`config.mk`:
```
export PLATFORM = sky130hd
export DESIGN_NAME = bounded_stack_with_search_unit_flat
export DESIGN_NICKNAME = d
export VERILOG_FILES = /design/src/sv/bss_pkg.sv /design/src/sv/bss_req_if.sv /design/src/sv/bss_rsp_if.sv /design/src/sv/bounded_stack_with_search_unit.sv /design/src/sv/bss_cell.sv /design/src/flat_wrapper.sv
export VERILOG_INCLUDE_DIRS = /design/src /design/src/sv
export SDC_FILE = /design/constraint.sdc
export NUM_CORES = 2
export LEC_CHECK = 0
export BUFFER_PORTS_ARGS = -buffer_cell sky130_fd_sc_hd__buf_4
export CORE_MARGIN = 2
export CORE_UTILIZATION = 32
export DETAILED_ROUTE_END_ITERATION = 8
export PLACE_DENSITY = 0.45
export SLEW_MARGIN = 20
export SYNTH_ARGS = -nofsm -noshare
export SYNTH_HDL_FRONTEND = slang
export SYNTH_SLANG_ARGS = --single-unit
```
`constraint.sdc`:
```
create_clock -name clk -period 49 [get_ports clk]
set_clock_uncertainty 0.15 [all_clocks]
set_input_delay 9.8 -clock clk [delete_from_list [all_inputs] [get_ports clk]]
set_output_delay 9.8 -clock clk [all_outputs]
set_load 0.005 [all_outputs]
```
`src/sv/bounded_stack_with_search_unit_assert.svh`:
```
// Assertion macros for the stack RTL.
// Each macro samples on clk and is disabled while rst_n is low.
`ifndef BOUNDED_STACK_WITH_SEARCH_UNIT_ASSERT_SVH
`define BOUNDED_STACK_WITH_SEARCH_UNIT_ASSERT_SVH

`ifndef NO_ASSERTIONS
`define BSS_ASSERT_IMPL(lbl, ant, cons) \
    lbl: assert property (@(posedge clk) disable iff (!rst_n) (ant) |-> (cons)) \
        else $error("stack assertion failed");
`define BSS_ASSERT_NEXT(lbl, ant, cons) \
    lbl: assert property (@(posedge clk) disable iff (!rst_n) (ant) |=> (cons)) \
        else $error("stack assertion failed");
`else
`define BSS_ASSERT_IMPL(lbl, ant, cons)
`define BSS_ASSERT_NEXT(lbl, ant, cons)
`endif

`endif

```
`src/sv/bss_pkg.sv`:
```
`default_nettype none
package bss_pkg;

    localparam int DEPTH  = 32;
    localparam int CNT_W  = $clog2(DEPTH + 1);
    localparam int IDX_W  = $clog2(DEPTH);
    localparam int DATA_W = 32;
    localparam int REQ_W  = 3;
    localparam int ST_W   = 3;
    localparam int POS_W  = 6;
    localparam int CAP_W  = 6;
    localparam int CMP_W  = (CAP_W > CNT_W) ? CAP_W : CNT_W;

    typedef logic signed [DATA_W-1:0] data_t;
    typedef logic [REQ_W-1:0]         req_t;
    typedef logic [ST_W-1:0]          status_t;
    typedef logic [POS_W-1:0]         pos_t;
    typedef logic [CAP_W-1:0]         cap_t;
    typedef logic [CNT_W-1:0]         cnt_t;
    typedef logic [IDX_W-1:0]         idx_t;

    localparam cap_t CAP_RESET = 6'd32;

    localparam req_t REQ_PUSH   = 3'd0;
    localparam req_t REQ_POP    = 3'd1;
    localparam req_t REQ_DUMP   = 3'd2;
    localparam req_t REQ_SEARCH = 3'd3;

    localparam status_t ST_OK        = 3'd0;
    localparam status_t ST_OVERFLOW  = 3'd1;
    localparam status_t ST_UNDERFLOW = 3'd2;
    localparam status_t ST_EMPTY     = 3'd3;
    localparam status_t ST_FOUND     = 3'd4;
    localparam status_t ST_NOTFOUND  = 3'd5;

    typedef enum logic [1:0] {
        CELL_HOLD = 2'd0,
        CELL_PUSH = 2'd1,
        CELL_POP  = 2'd2,
        CELL_ROT  = 2'd3
    } cell_op_t;

    typedef struct packed {
        cell_op_t op;
        logic     tail;
    } cell_ctrl_t;

endpackage
`default_nettype wire

```
`src/sv/bss_req_if.sv`:
```
`default_nettype none
interface bss_req_if;
    logic               valid;
    logic               ready;
    bss_pkg::req_t      req_type;
    bss_pkg::data_t     data_value;

    modport source (output valid, output req_type, output data_value, input ready);
    modport sink   (input valid, input req_type, input data_value, output ready);
endinterface
`default_nettype wire

```
`src/sv/bss_rsp_if.sv`:
```
`default_nettype none
interface bss_rsp_if;
    logic               valid;
    logic               ready;
    bss_pkg::status_t   status;
    bss_pkg::data_t     value_out;
    bss_pkg::pos_t      position;
    logic               is_full;
    logic               is_empty;
    logic               last;

    modport source (output valid, output status, output value_out, output position,
                    output is_full, output is_empty, output last, input ready);
    modport sink   (input valid, input status, input value_out, input position,
                    input is_full, input is_empty, input last, output ready);
endinterface
`default_nettype wire

```
`src/sv/bounded_stack_with_search_unit.sv`:
```
// Channel | Dir | Payload                                          | Transaction
// req     | in  | req_type, data_value                             | valid & ready
// rsp     | out | status, value_out, position, is_full, is_empty, last | valid & ready
// cfg     | in  | cfg_wdata (capacity)                             | cfg_we
//
// For push, pop and status, the result lands straight in the output register.
// Dump and search walk the stored entries past the head through the ring of cells,
// which rotates one entry per cycle unless a stalled output holds the walk.
// Reset clears the count and control state and sets the capacity to CAP_RESET; the cells hold no reset value.
// A stalled output holds a dump in place and holds a search at its final entry;
// a new request waits until the block is idle and the output register is free.
`default_nettype none
`include "bounded_stack_with_search_unit_assert.svh"
module bounded_stack_with_search_unit (
    input  wire logic                  clk,
    input  wire logic                  rst_n,
    bss_req_if.sink                    req,
    bss_rsp_if.source                  rsp,
    input  wire logic                  cfg_we,
    input  wire bss_pkg::cap_t         cfg_wdata
);

    typedef enum logic [2:0] {
        S_IDLE   = 3'b001,
        S_DUMP   = 3'b010,
        S_SEARCH = 3'b100
    } state_t;

    state_t              state_reg, state_next;
    bss_pkg::cnt_t       count_reg, count_next;
    bss_pkg::cap_t       cap_reg;
    bss_pkg::idx_t       step_reg, step_next;
    bss_pkg::data_t      key_reg, key_next;
    bss_pkg::pos_t       match_reg, match_next;
    logic                found_reg, found_next;

    logic                ov_reg;
    bss_pkg::status_t    o_status_reg;
    bss_pkg::data_t      o_value_reg;
    bss_pkg::pos_t       o_pos_reg;
    logic                o_full_reg, o_empty_reg, o_last_reg;

    logic                emit;
    bss_pkg::status_t    e_status;
    bss_pkg::data_t      e_value;
    bss_pkg::pos_t       e_pos;
    logic                e_last;

    bss_pkg::cell_op_t   cell_op;
    bss_pkg::data_t      cell_q [bss_pkg::DEPTH];
    bss_pkg::data_t      head;
    bss_pkg::cnt_t       eff_cap;
    logic                out_free, walk_last, full_now, hit;
    bss_pkg::pos_t       pos_now;
    bss_pkg::pos_t       new_match;

    assign head     = cell_q[0];
    assign out_free = !ov_reg || rsp.ready;
    assign req.ready = (state_reg == S_IDLE) && out_free;
    assign walk_last = (bss_pkg::CNT_W'(step_reg) == count_reg - bss_pkg::CNT_W'(1));
    assign hit       = (head == key_reg);
    assign pos_now   = bss_pkg::POS_W'(count_reg - bss_pkg::CNT_W'(step_reg));
    assign new_match = hit ? pos_now : match_reg;

    // Zero acts as one, anything beyond the cell count acts as the cell count.
    always_comb
    begin
        if (cap_reg == '0)
            eff_cap = bss_pkg::CNT_W'(1);
        else if (bss_pkg::CMP_W'(cap_reg) > bss_pkg::CMP_W'(bss_pkg::DEPTH))
            eff_cap = bss_pkg::CNT_W'(bss_pkg::DEPTH);
        else
            eff_cap = bss_pkg::CNT_W'(cap_reg);
    end

    assign full_now = (bss_pkg::CMP_W'(count_reg) >= bss_pkg::CMP_W'(eff_cap));

    always_comb
    begin
        state_next = state_reg;
        count_next = count_reg;
        step_next  = step_reg;
        key_next   = key_reg;
        match_next = match_reg;
        found_next = found_reg;
        cell_op    = bss_pkg::CELL_HOLD;
        emit       = 1'b0;
        e_status   = bss_pkg::ST_OK;
        e_value    = '0;
        e_pos      = '0;
        e_last     = 1'b1;
        case (state_reg)
            S_IDLE:
            begin
                if (req.valid && req.ready)
                begin
                    case (req.req_type)
                        bss_pkg::REQ_PUSH:
                        begin
                            emit = 1'b1;
                            if (full_now)
                                e_status = bss_pkg::ST_OVERFLOW;
                            else
                            begin
                                cell_op    = bss_pkg::CELL_PUSH;
                                count_next = count_reg + bss_pkg::CNT_W'(1);
                            end
                        end
                        bss_pkg::REQ_POP:
                        begin
                            emit = 1'b1;
                            if (count_reg == '0)
                                e_status = bss_pkg::ST_UNDERFLOW;
                            else
                            begin
                                cell_op    = bss_pkg::CELL_POP;
                                e_value    = head;
                                count_next = count_reg - bss_pkg::CNT_W'(1);
                            end
                        end
                        bss_pkg::REQ_DUMP:
                        begin
                            if (count_reg == '0)
                            begin
                                emit     = 1'b1;
                                e_status = bss_pkg::ST_EMPTY;
                            end
                            else
                            begin
                                state_next = S_DUMP;
                                step_next  = '0;
                            end
                        end
                        bss_pkg::REQ_SEARCH:
                        begin
                            if (count_reg == '0)
                            begin
                                emit     = 1'b1;
                                e_status = bss_pkg::ST_NOTFOUND;
                            end
                            else
                            begin
                                state_next = S_SEARCH;
                                step_next  = '0;
                                key_next   = req.data_value;
                                match_next = '0;
                                found_next = 1'b0;
                            end
                        end
                        default:
                        begin
                            emit     = 1'b1;
                            e_status = (count_reg == '0) ? bss_pkg::ST_EMPTY : bss_pkg::ST_OK;
                        end
                    endcase
                end
            end
            S_DUMP:
            begin
                if (out_free)
                begin
                    emit      = 1'b1;
                    e_value   = head;
                    e_last    = walk_last;
                    cell_op   = bss_pkg::CELL_ROT;
                    step_next = step_reg + bss_pkg::IDX_W'(1);
                    if (walk_last)
                        state_next = S_IDLE;
                end
            end
            S_SEARCH:
            begin
                // Entries pass the head top first, so a later hit is closer to the bottom.
                if (!walk_last)
                begin
                    cell_op    = bss_pkg::CELL_ROT;
                    step_next  = step_reg + bss_pkg::IDX_W'(1);
                    match_next = new_match;
                    found_next = found_reg || hit;
                end
                else if (out_free)
                begin
                    cell_op    = bss_pkg::CELL_ROT;
                    emit       = 1'b1;
                    e_status   = (found_reg || hit) ? bss_pkg::ST_FOUND : bss_pkg::ST_NOTFOUND;
                    e_pos      = (found_reg || hit) ? new_match : '0;
                    state_next = S_IDLE;
                end
            end
            default:
            begin
                state_next = S_IDLE;
            end
        endcase
    end

    always_ff @(posedge clk or negedge rst_n)
    begin
        if (!rst_n)
        begin
            state_reg <= S_IDLE;
            count_reg <= '0;
            cap_reg   <= bss_pkg::CAP_RESET;
            ov_reg    <= 1'b0;
        end
        else
        begin
            state_reg <= state_next;
            count_reg <= count_next;
            if (cfg_we)
                cap_reg <= cfg_wdata;
            if (emit)
                ov_reg <= 1'b1;
            else if (rsp.ready)
                ov_reg <= 1'b0;
        end
    end

    always_ff @(posedge clk)
    begin
        step_reg  <= step_next;
        key_reg   <= key_next;
        match_reg <= match_next;
        found_reg <= found_next;
        if (emit)
        begin
            o_status_reg <= e_status;
            o_value_reg  <= e_value;
            o_pos_reg    <= e_pos;
            o_last_reg   <= e_last;
            o_full_reg   <= (bss_pkg::CMP_W'(count_next) >= bss_pkg::CMP_W'(eff_cap));
            o_empty_reg  <= (count_next == '0);
        end
    end

    assign rsp.valid     = ov_reg;
    assign rsp.status    = o_status_reg;
    assign rsp.value_out = o_value_reg;
    assign rsp.position  = o_pos_reg;
    assign rsp.is_full   = o_full_reg;
    assign rsp.is_empty  = o_empty_reg;
    assign rsp.last      = o_last_reg;

    // Cell 0 is the top of the stack.
    for (genvar k = 0; k < bss_pkg::DEPTH; k++)
    begin : g_cell
        bss_pkg::cell_ctrl_t ctrl;
        bss_pkg::data_t      above_d;
        bss_pkg::data_t      below_d;

        assign ctrl.op   = cell_op;
        assign ctrl.tail = (bss_pkg::CNT_W'(k) == count_reg - bss_pkg::CNT_W'(1));

        if (k == 0)
        begin : g_top
            assign above_d = req.data_value;
        end
        else
        begin : g_mid
            assign above_d = cell_q[k-1];
        end

        if (k == bss_pkg::DEPTH - 1)
        begin : g_bot
            assign below_d = '0;
        end
        else
        begin : g_inner
            assign below_d = cell_q[k+1];
        end

        bss_cell u_cell (
            .clk        (clk),
            .ctrl       (ctrl),
            .above_data (above_d),
            .below_data (below_d),
            .head_data  (head),
            .data       (cell_q[k])
        );
    end

    `BSS_ASSERT_IMPL(a_count_bound, 1'b1, count_reg <= bss_pkg::CNT_W'(bss_pkg::DEPTH))
    `BSS_ASSERT_IMPL(a_ready_idle, req.ready, state_reg == S_IDLE)
    `BSS_ASSERT_NEXT(a_walk_count, state_reg != S_IDLE, count_reg == $past(count_reg))
    `BSS_ASSERT_NEXT(a_dump_end, state_reg == S_DUMP && emit && walk_last, state_reg == S_IDLE)
    `BSS_ASSERT_IMPL(a_emit_free, emit, out_free)

endmodule
`default_nettype wire

```
`src/sv/bss_cell.sv`:
```
`default_nettype none
module bss_cell (
    input  wire logic                clk,
    input  wire bss_pkg::cell_ctrl_t ctrl,
    input  wire bss_pkg::data_t      above_data,
    input  wire bss_pkg::data_t      below_data,
    input  wire bss_pkg::data_t      head_data,
    output bss_pkg::data_t           data
);

    bss_pkg::data_t data_reg;
    bss_pkg::data_t data_next;

    // The tail cell closes the ring during a walk so the stored entries come back in order.
    always_comb
    begin
        case (ctrl.op)
            bss_pkg::CELL_PUSH: data_next = above_data;
            bss_pkg::CELL_POP:  data_next = below_data;
            bss_pkg::CELL_ROT:  data_next = ctrl.tail ? head_data : below_data;
            default:            data_next = data_reg;
        endcase
    end

    always_ff @(posedge clk)
    begin
        data_reg <= data_next;
    end

    assign data = data_reg;

endmodule
`default_nettype wire

```
`src/flat_wrapper.sv`:
```
// flat-port wrapper written by rule: the top's interface ports become plain ports
module bounded_stack_with_search_unit_flat 
  (clk, rst_n, cfg_we, cfg_wdata, req_valid, req_req_type, req_data_value, req_ready, rsp_valid, rsp_status, rsp_value_out, rsp_position, rsp_is_full, rsp_is_empty, rsp_last, rsp_ready);
  bss_req_if req_i ();
  bss_rsp_if rsp_i ();
  input  wire logic clk;
  input  wire logic rst_n;
  input  wire logic cfg_we;
  input  wire bss_pkg::cap_t cfg_wdata;
  input wire logic [$bits(req_i.valid)-1:0] req_valid;
  input wire logic [$bits(req_i.req_type)-1:0] req_req_type;
  input wire logic [$bits(req_i.data_value)-1:0] req_data_value;
  output wire logic [$bits(req_i.ready)-1:0] req_ready;
  output wire logic [$bits(rsp_i.valid)-1:0] rsp_valid;
  output wire logic [$bits(rsp_i.status)-1:0] rsp_status;
  output wire logic [$bits(rsp_i.value_out)-1:0] rsp_value_out;
  output wire logic [$bits(rsp_i.position)-1:0] rsp_position;
  output wire logic [$bits(rsp_i.is_full)-1:0] rsp_is_full;
  output wire logic [$bits(rsp_i.is_empty)-1:0] rsp_is_empty;
  output wire logic [$bits(rsp_i.last)-1:0] rsp_last;
  input wire logic [$bits(rsp_i.ready)-1:0] rsp_ready;
  assign req_i.valid = req_valid;
  assign req_i.req_type = req_req_type;
  assign req_i.data_value = req_data_value;
  assign req_ready = req_i.ready;
  assign rsp_valid = rsp_i.valid;
  assign rsp_status = rsp_i.status;
  assign rsp_value_out = rsp_i.value_out;
  assign rsp_position = rsp_i.position;
  assign rsp_is_full = rsp_i.is_full;
  assign rsp_is_empty = rsp_i.is_empty;
  assign rsp_last = rsp_i.last;
  assign rsp_i.ready = rsp_ready;
  bounded_stack_with_search_unit u_core (.clk(clk), .rst_n(rst_n), .req(req_i), .rsp(rsp_i), .cfg_we(cfg_we), .cfg_wdata(cfg_wdata));
endmodule
```
# Word-level counts from Yosys, hierarchy flattened
# Index checks and enable logic that the tools add are counted.
# totals
reg_bits	1128
inputBits	46
elab_cells	258
# op_classes
n_addsub	4
order_cmp	3
eq_ne	55
n_mux	127
bitwise	1
n_reduce_logical	22
# op_table
op	n
case mux 32 bit (3 select lines)	32
two-way mux 32 bit	36
== test 5 x 6 -> 1 bit (first input constant)	16
two-way mux 6 bit	11
case mux 32 bit (2 select lines)	1
== test 4 x 6 -> 1 bit (first input constant)	8
two-way mux 3 bit	11
== test 32 bit	1
two-way mux 5 bit	5
== test 3 x 6 -> 1 bit (first input constant)	4
logical NOT 6 bit	4
case mux 6 bit (2 select lines)	2
case mux 3 bit (3 select lines)	2
case mux 5 bit (3 select lines)	1
two-way mux 1 bit	14
== test 2 x 6 -> 1 bit (first input constant)	2
greater-or-equal comparator 6 bit	2
two-way mux 2 bit	6
!= test 2 bit (second input constant)	6
case mux 3 bit (2 select lines)	2
== test 3 x 2 -> 1 bit (second input constant)	3
!= test 3 bit (second input constant)	3
!= test 2 x 1 -> 1 bit (second input constant)	4
AND reduction 4 bit	2
other kinds (27)	34

# Depth between registers and ports, before layout
# logic_depth
word_depth	11
depth_mapped	17
mapped_depth_nobuf	17

# Modules after synthesis
# Synthesis repeated with hierarchy kept, for this count alone.
# hier_totals
cells_unflattened	6315
hier_area_um2	66817.8
# by_module_without_submodules
mod	n_inst	cells_each	area_per_inst_um2	seq_area_each_um2
bss_cell	32	182	1915.6	960.9
bounded_stack_with_search_unit	1	491	5519.0	3045.4

# Worst setup path after synthesis
# OpenSTA, ideal clock, no wires.
# synth_timing
path_type	input to register
start	input port rsp_ready
end	register u_core.g_cell[0].u_cell.data_reg[0] (enable)
arrival_ns	37.802
slack_ns	10.578
stages	6
path_buffers	0
cell_sequence	nand2b_1 nand3_1 nor2_1 and3_1 nand2b_1 a21boi_0
# synth_between
elab_chain_len	8
# synth_lines
item	line_no	text
start: declaration	flat_wrapper.sv:21	input wire logic [$bits(rsp_i.ready)-1:0] rsp_ready;
logical OR 1 bit *	bounded_stack_with_search_unit.sv:58	assign out_free = !ov_reg || rsp.ready;
logical AND 1 bit	bounded_stack_with_search_unit.sv:59	assign req.ready = (state_reg == S_IDLE) && out_free;
logical AND 1 bit	bounded_stack_with_search_unit.sv:95	if (req.valid && req.ready)
two-way mux 2 bit	bounded_stack_with_search_unit.sv:95	
case mux 2 bit (3 select lines) *	bounded_stack_with_search_unit.sv:92	case (state_reg)
== test 2 bit or == test 2 x 1 -> 1 bit (tied branches)	bss_cell.sv:17	case (ctrl.op)
!= test 2 bit (no source line) or nonzero test 3 bit (tied branches)	--	
AND reduction 2 bit (no source line) *	--	
end signal: assignment	bss_cell.sv:27	data_reg <= data_next;
end: declaration	bss_cell.sv:11	bss_pkg::data_t data_reg;
# Mark *: on every way between the ends. The rest lies on a longest branch, timed or not.
# A chain may end at the register's enable or synchronous reset.

# Final worst setup path
# layout_timing
start	input port rsp_ready
end	output port req_ready
# layout_between
elab_chain_len	2
# layout_lines
item	line_no	text
logical OR 1 bit	bounded_stack_with_search_unit.sv:58	
logical AND 1 bit	bounded_stack_with_search_unit.sv:59	
end: declaration	flat_wrapper.sv:13	output wire logic [$bits(req_i.ready)-1:0] req_ready;
# Every way passes these cells.

==> metrics.cfg <==
[global_routing]
antenna_found_initial = 12
first_global_vias = 38034
grt_usage = 0.2128
grt_max_degree = 212
grt_overflow = 0
grt_pass1_wl_um = 267000

[run_status]
status = complete, no violations

[placed_design]
dp.cells = 6285
gp_congestion = 0.7708
io_buffers = 91
pre_cts_ws_ns = 28.39
hpwlAfterDp_um = 101100
dpl_cell_area_um2 = 55960

[clocking]
cts_resized = 0
cts_sinks = 1128
htree_num_levels = 4
clk_pin_slew_ns = 0.06
cts_buffers = 132
clock_path_buffers = 3
cts_hold_buf = 0
worstSkewPairLatency_ns = 0.78
cts_root_buf = clkbuf_16
cts_tree = yes
postCtsSetupBuffers = 0

[detailed_routing]
drc_errors = 0
postRouteAntennaNets = 0
wl_um = 187300
wire_per_inst_um = 28.68
num_vias = 38836
first_iter_violations = 4583
drt_pass1_iterations = 6
drt-vias-per-instance = 5.947

[critical_path]
cp_top_family = simple AND/OR/NAND/NOR gates
cp_cell_sequence = buf_4, nor2b_1, nor2_1, buf_4
crit_path_frequent_cell = buf_4
crit_type = in2out
worst-path-buf-inv = 2
arrival_ns = 10.69
crit_slowest_cell = nor2b_1
cp-end-kind = output port
cp-start-kind = input pin
path_max_fanout = 7
max_stage_delay_ns = 0.46
worstPathRequired_ns = 39.05

[finish]
area_growth_pct = 12.00
layout_common_cells = edfxtp_1, nor2_1, a221o_1
drive_gt1_frac = 0.09813
design_area_um2 = 60000
final_cells = 6530
largest_reg_flops = 1024
nNetsFinal = 4289
mostFrequentLayoutCell = edfxtp_1

[synth]
synth.distinct_cells = 67
ys_seq_area_frac = 0.6308
ys_ff_latch = 1128
syn-cell-area_um2 = 53570
synth-async-reset-ratio = 0.01418
synth_cells = 4306
yosysWarnings = 0
synth_edf_count = 1112
syn_nets = 4377
avgSynthCellArea_um2 = 12.44
synthFlopType = edfxtp_1

[power_and_ir_drop]
power_frac_clock = 0.316
p_sw_mw = 0.9821
swShare = 0.3290
ir_drop_mv = 0.03989
pwr_density_cell_nw_per_um2 = 49.76
combPwrFrac = 0.229
power_leakage_nw = 19.28
internal_power_mw = 2.003
total_power_mw = 2.985
seqPwrFrac = 0.455

[floorplan]
placementRows = 150
die_h_um = 413.2
ios = 92
dieArea_um2 = 170700
start_util = 0.3214
die_w_um = 413.2
design.core.area_um2 = 166700

[sta]
finalMaxSlewViolations = 0
setup_violations = 0
period_minus_slack_ns = 20.64
setup_slack_ns = 28.36
rsz0062_at_grt = no
post-route-period-util = 0.4213
worst_pin_slew_ns = 1.143
fmax_mhz = 48.44
finalHoldViolCount = 0
setup-tns-final_ns = 0
slew_headroom = 0.2378

[run]
drv_cap = 0

[worst_hold_path]
min_path_type = reg2reg

==> power by group through the flow <==
stage | clock, mW | combinational (mW) | sequential (mW)
final | 0.945 | 0.683 | 1.36
after floorplan | 0 | 0.447 | 1.48
after global placement | 0 | 0.666 | 1.38
after CTS | 0.965 | 0.674 | 1.36
after detailed placement | 0 | 0.673 | 1.37
after global routing | 1.00 | 0.732 | 1.37
==> area by class of cell <==
type | count | area [µm²]
fillers | 16362 | 106700
flip-flops and latches | 1128 | 33790
multi-input cells | 2696 | 17740
clock buffers | 185 | 3627
well taps | 2204 | 2758
repair buffers | 175 | 1386
clock inverters | 52 | 360.3
inverters | 85 | 319.1
diodes | 5 | 12.51
==> stage by stage <==
step	utilization	hold WS (ns)
6_report	0.3600	0.3828
5_1_grt	0.3599	0.4043
4_1_cts	0.3597	0.3808
3_5_place_dp	0.3358	0.3816
3_3_place_gp	0.3358	0.3702
2_1_floorplan	-	0.3314
==> cells in the mapped netlist (all sizes together) (2+ instances only) <==
library cell / n / area [µm²]
dfstp: 2 / 52.55
buf: 219 / 1439
nand3: 11 / 55.05
o2111ai: 2 / 17.52
a31oi: 8 / 50.05
o41ai: 3 / 26.28
clkbuf: 178 / 668.1
o32ai: 2 / 17.52
nand2b: 10 / 62.56
a221oi: 2 / 17.52
o22ai: 2 / 12.51
or2: 6 / 37.53
a21o: 17 / 127.6
nor2b: 46 / 287.8
nor3: 16 / 101.4
and3: 13 / 81.33
xnor2: 39 / 341.6
mux2: 38 / 427.9
mux2i: 2 / 20.02
a22oi: 65 / 488.0
nor2: 905 / 3400
nor3b: 2 / 20.02
ha: 24 / 300.3
o21a: 2 / 15.01
nor4: 8 / 50.05
a31o: 2 / 17.52
a21oi: 25 / 125.1
and2: 6 / 37.54
nand2: 399 / 1500
inv: 85 / 319.1
xor2: 5 / 43.79
edfxtp: 1112 / 33390
nand4: 20 / 152.6
a221o: 866 / 8668
o21ai: 129 / 645.6
o31ai: 2 / 15.01
o21bai: 2 / 15.01
dfrtp: 14 / 350.3
or4b: 2 / 27.53
==> metal layers <==
| layer | vias to the layer above | track usage | share of wire |
|---|---|---|---|
| met5 | - | 0 | 0.000064 |
| met4 | 2 | 0.07110 | 0.031 |
| met2 | 1684 | 0.3181 | 0.44 |
| met1 | 20148 | 0.3077 | 0.45 |
| li1 | 16752 | - | - |
| met3 | 250 | 0.04088 | 0.078 |
==> final timing paths <==
path | start | end | slack, ns | depth (start not counted)
setup / recovery | rsp_ready | req_ready | 28.36 | 4
hold / removal | u_core.g_cell[1].u_cell.data[2] | u_core.g_cell[0].u_cell.data[2] | 0.38 | 2
setup reg to reg | u_core.count_reg[2] | u_core.g_cell[30].u_cell.data[13] | 40.73 | 12
hold reg to reg | u_core.g_cell[1].u_cell.data[2] | u_core.g_cell[0].u_cell.data[2] | 0.38 | 2
max in group asynchronous | rst_n | u_core.cap_reg[5] | 39.69 | 1
min in group asynchronous | rst_n | u_core.rsp.valid | 8.73 | 1
==> cells by family after synthesis <==
logic type | after synthesis | share of synthesized area
fa+ha+maj | 25 | 0.005979
simple gates | 1450 | 0.1094
xor+xnor | 44 | 0.007194
compound gates | 1137 | 0.1929
flops | 1128 | 0.6308
buf+inv | 482 | 0.04529
mux | 40 | 0.008361
==> worst register-to-register path: stages (launching register included) <==
cell,delay [ns]
dfrtp_1,0.78
nor2_1,0.39
and3_1,0.40
nor3_4,0.54
nor2_4,0.02
buf_4,0.29
and2_4,0.42
nand2b_4,0.64
buf_4,0.93
buf_4,0.89
buf_4,0.77
buf_4,0.81
buf_4,0.81
Power figures use the tool's default switching activity.
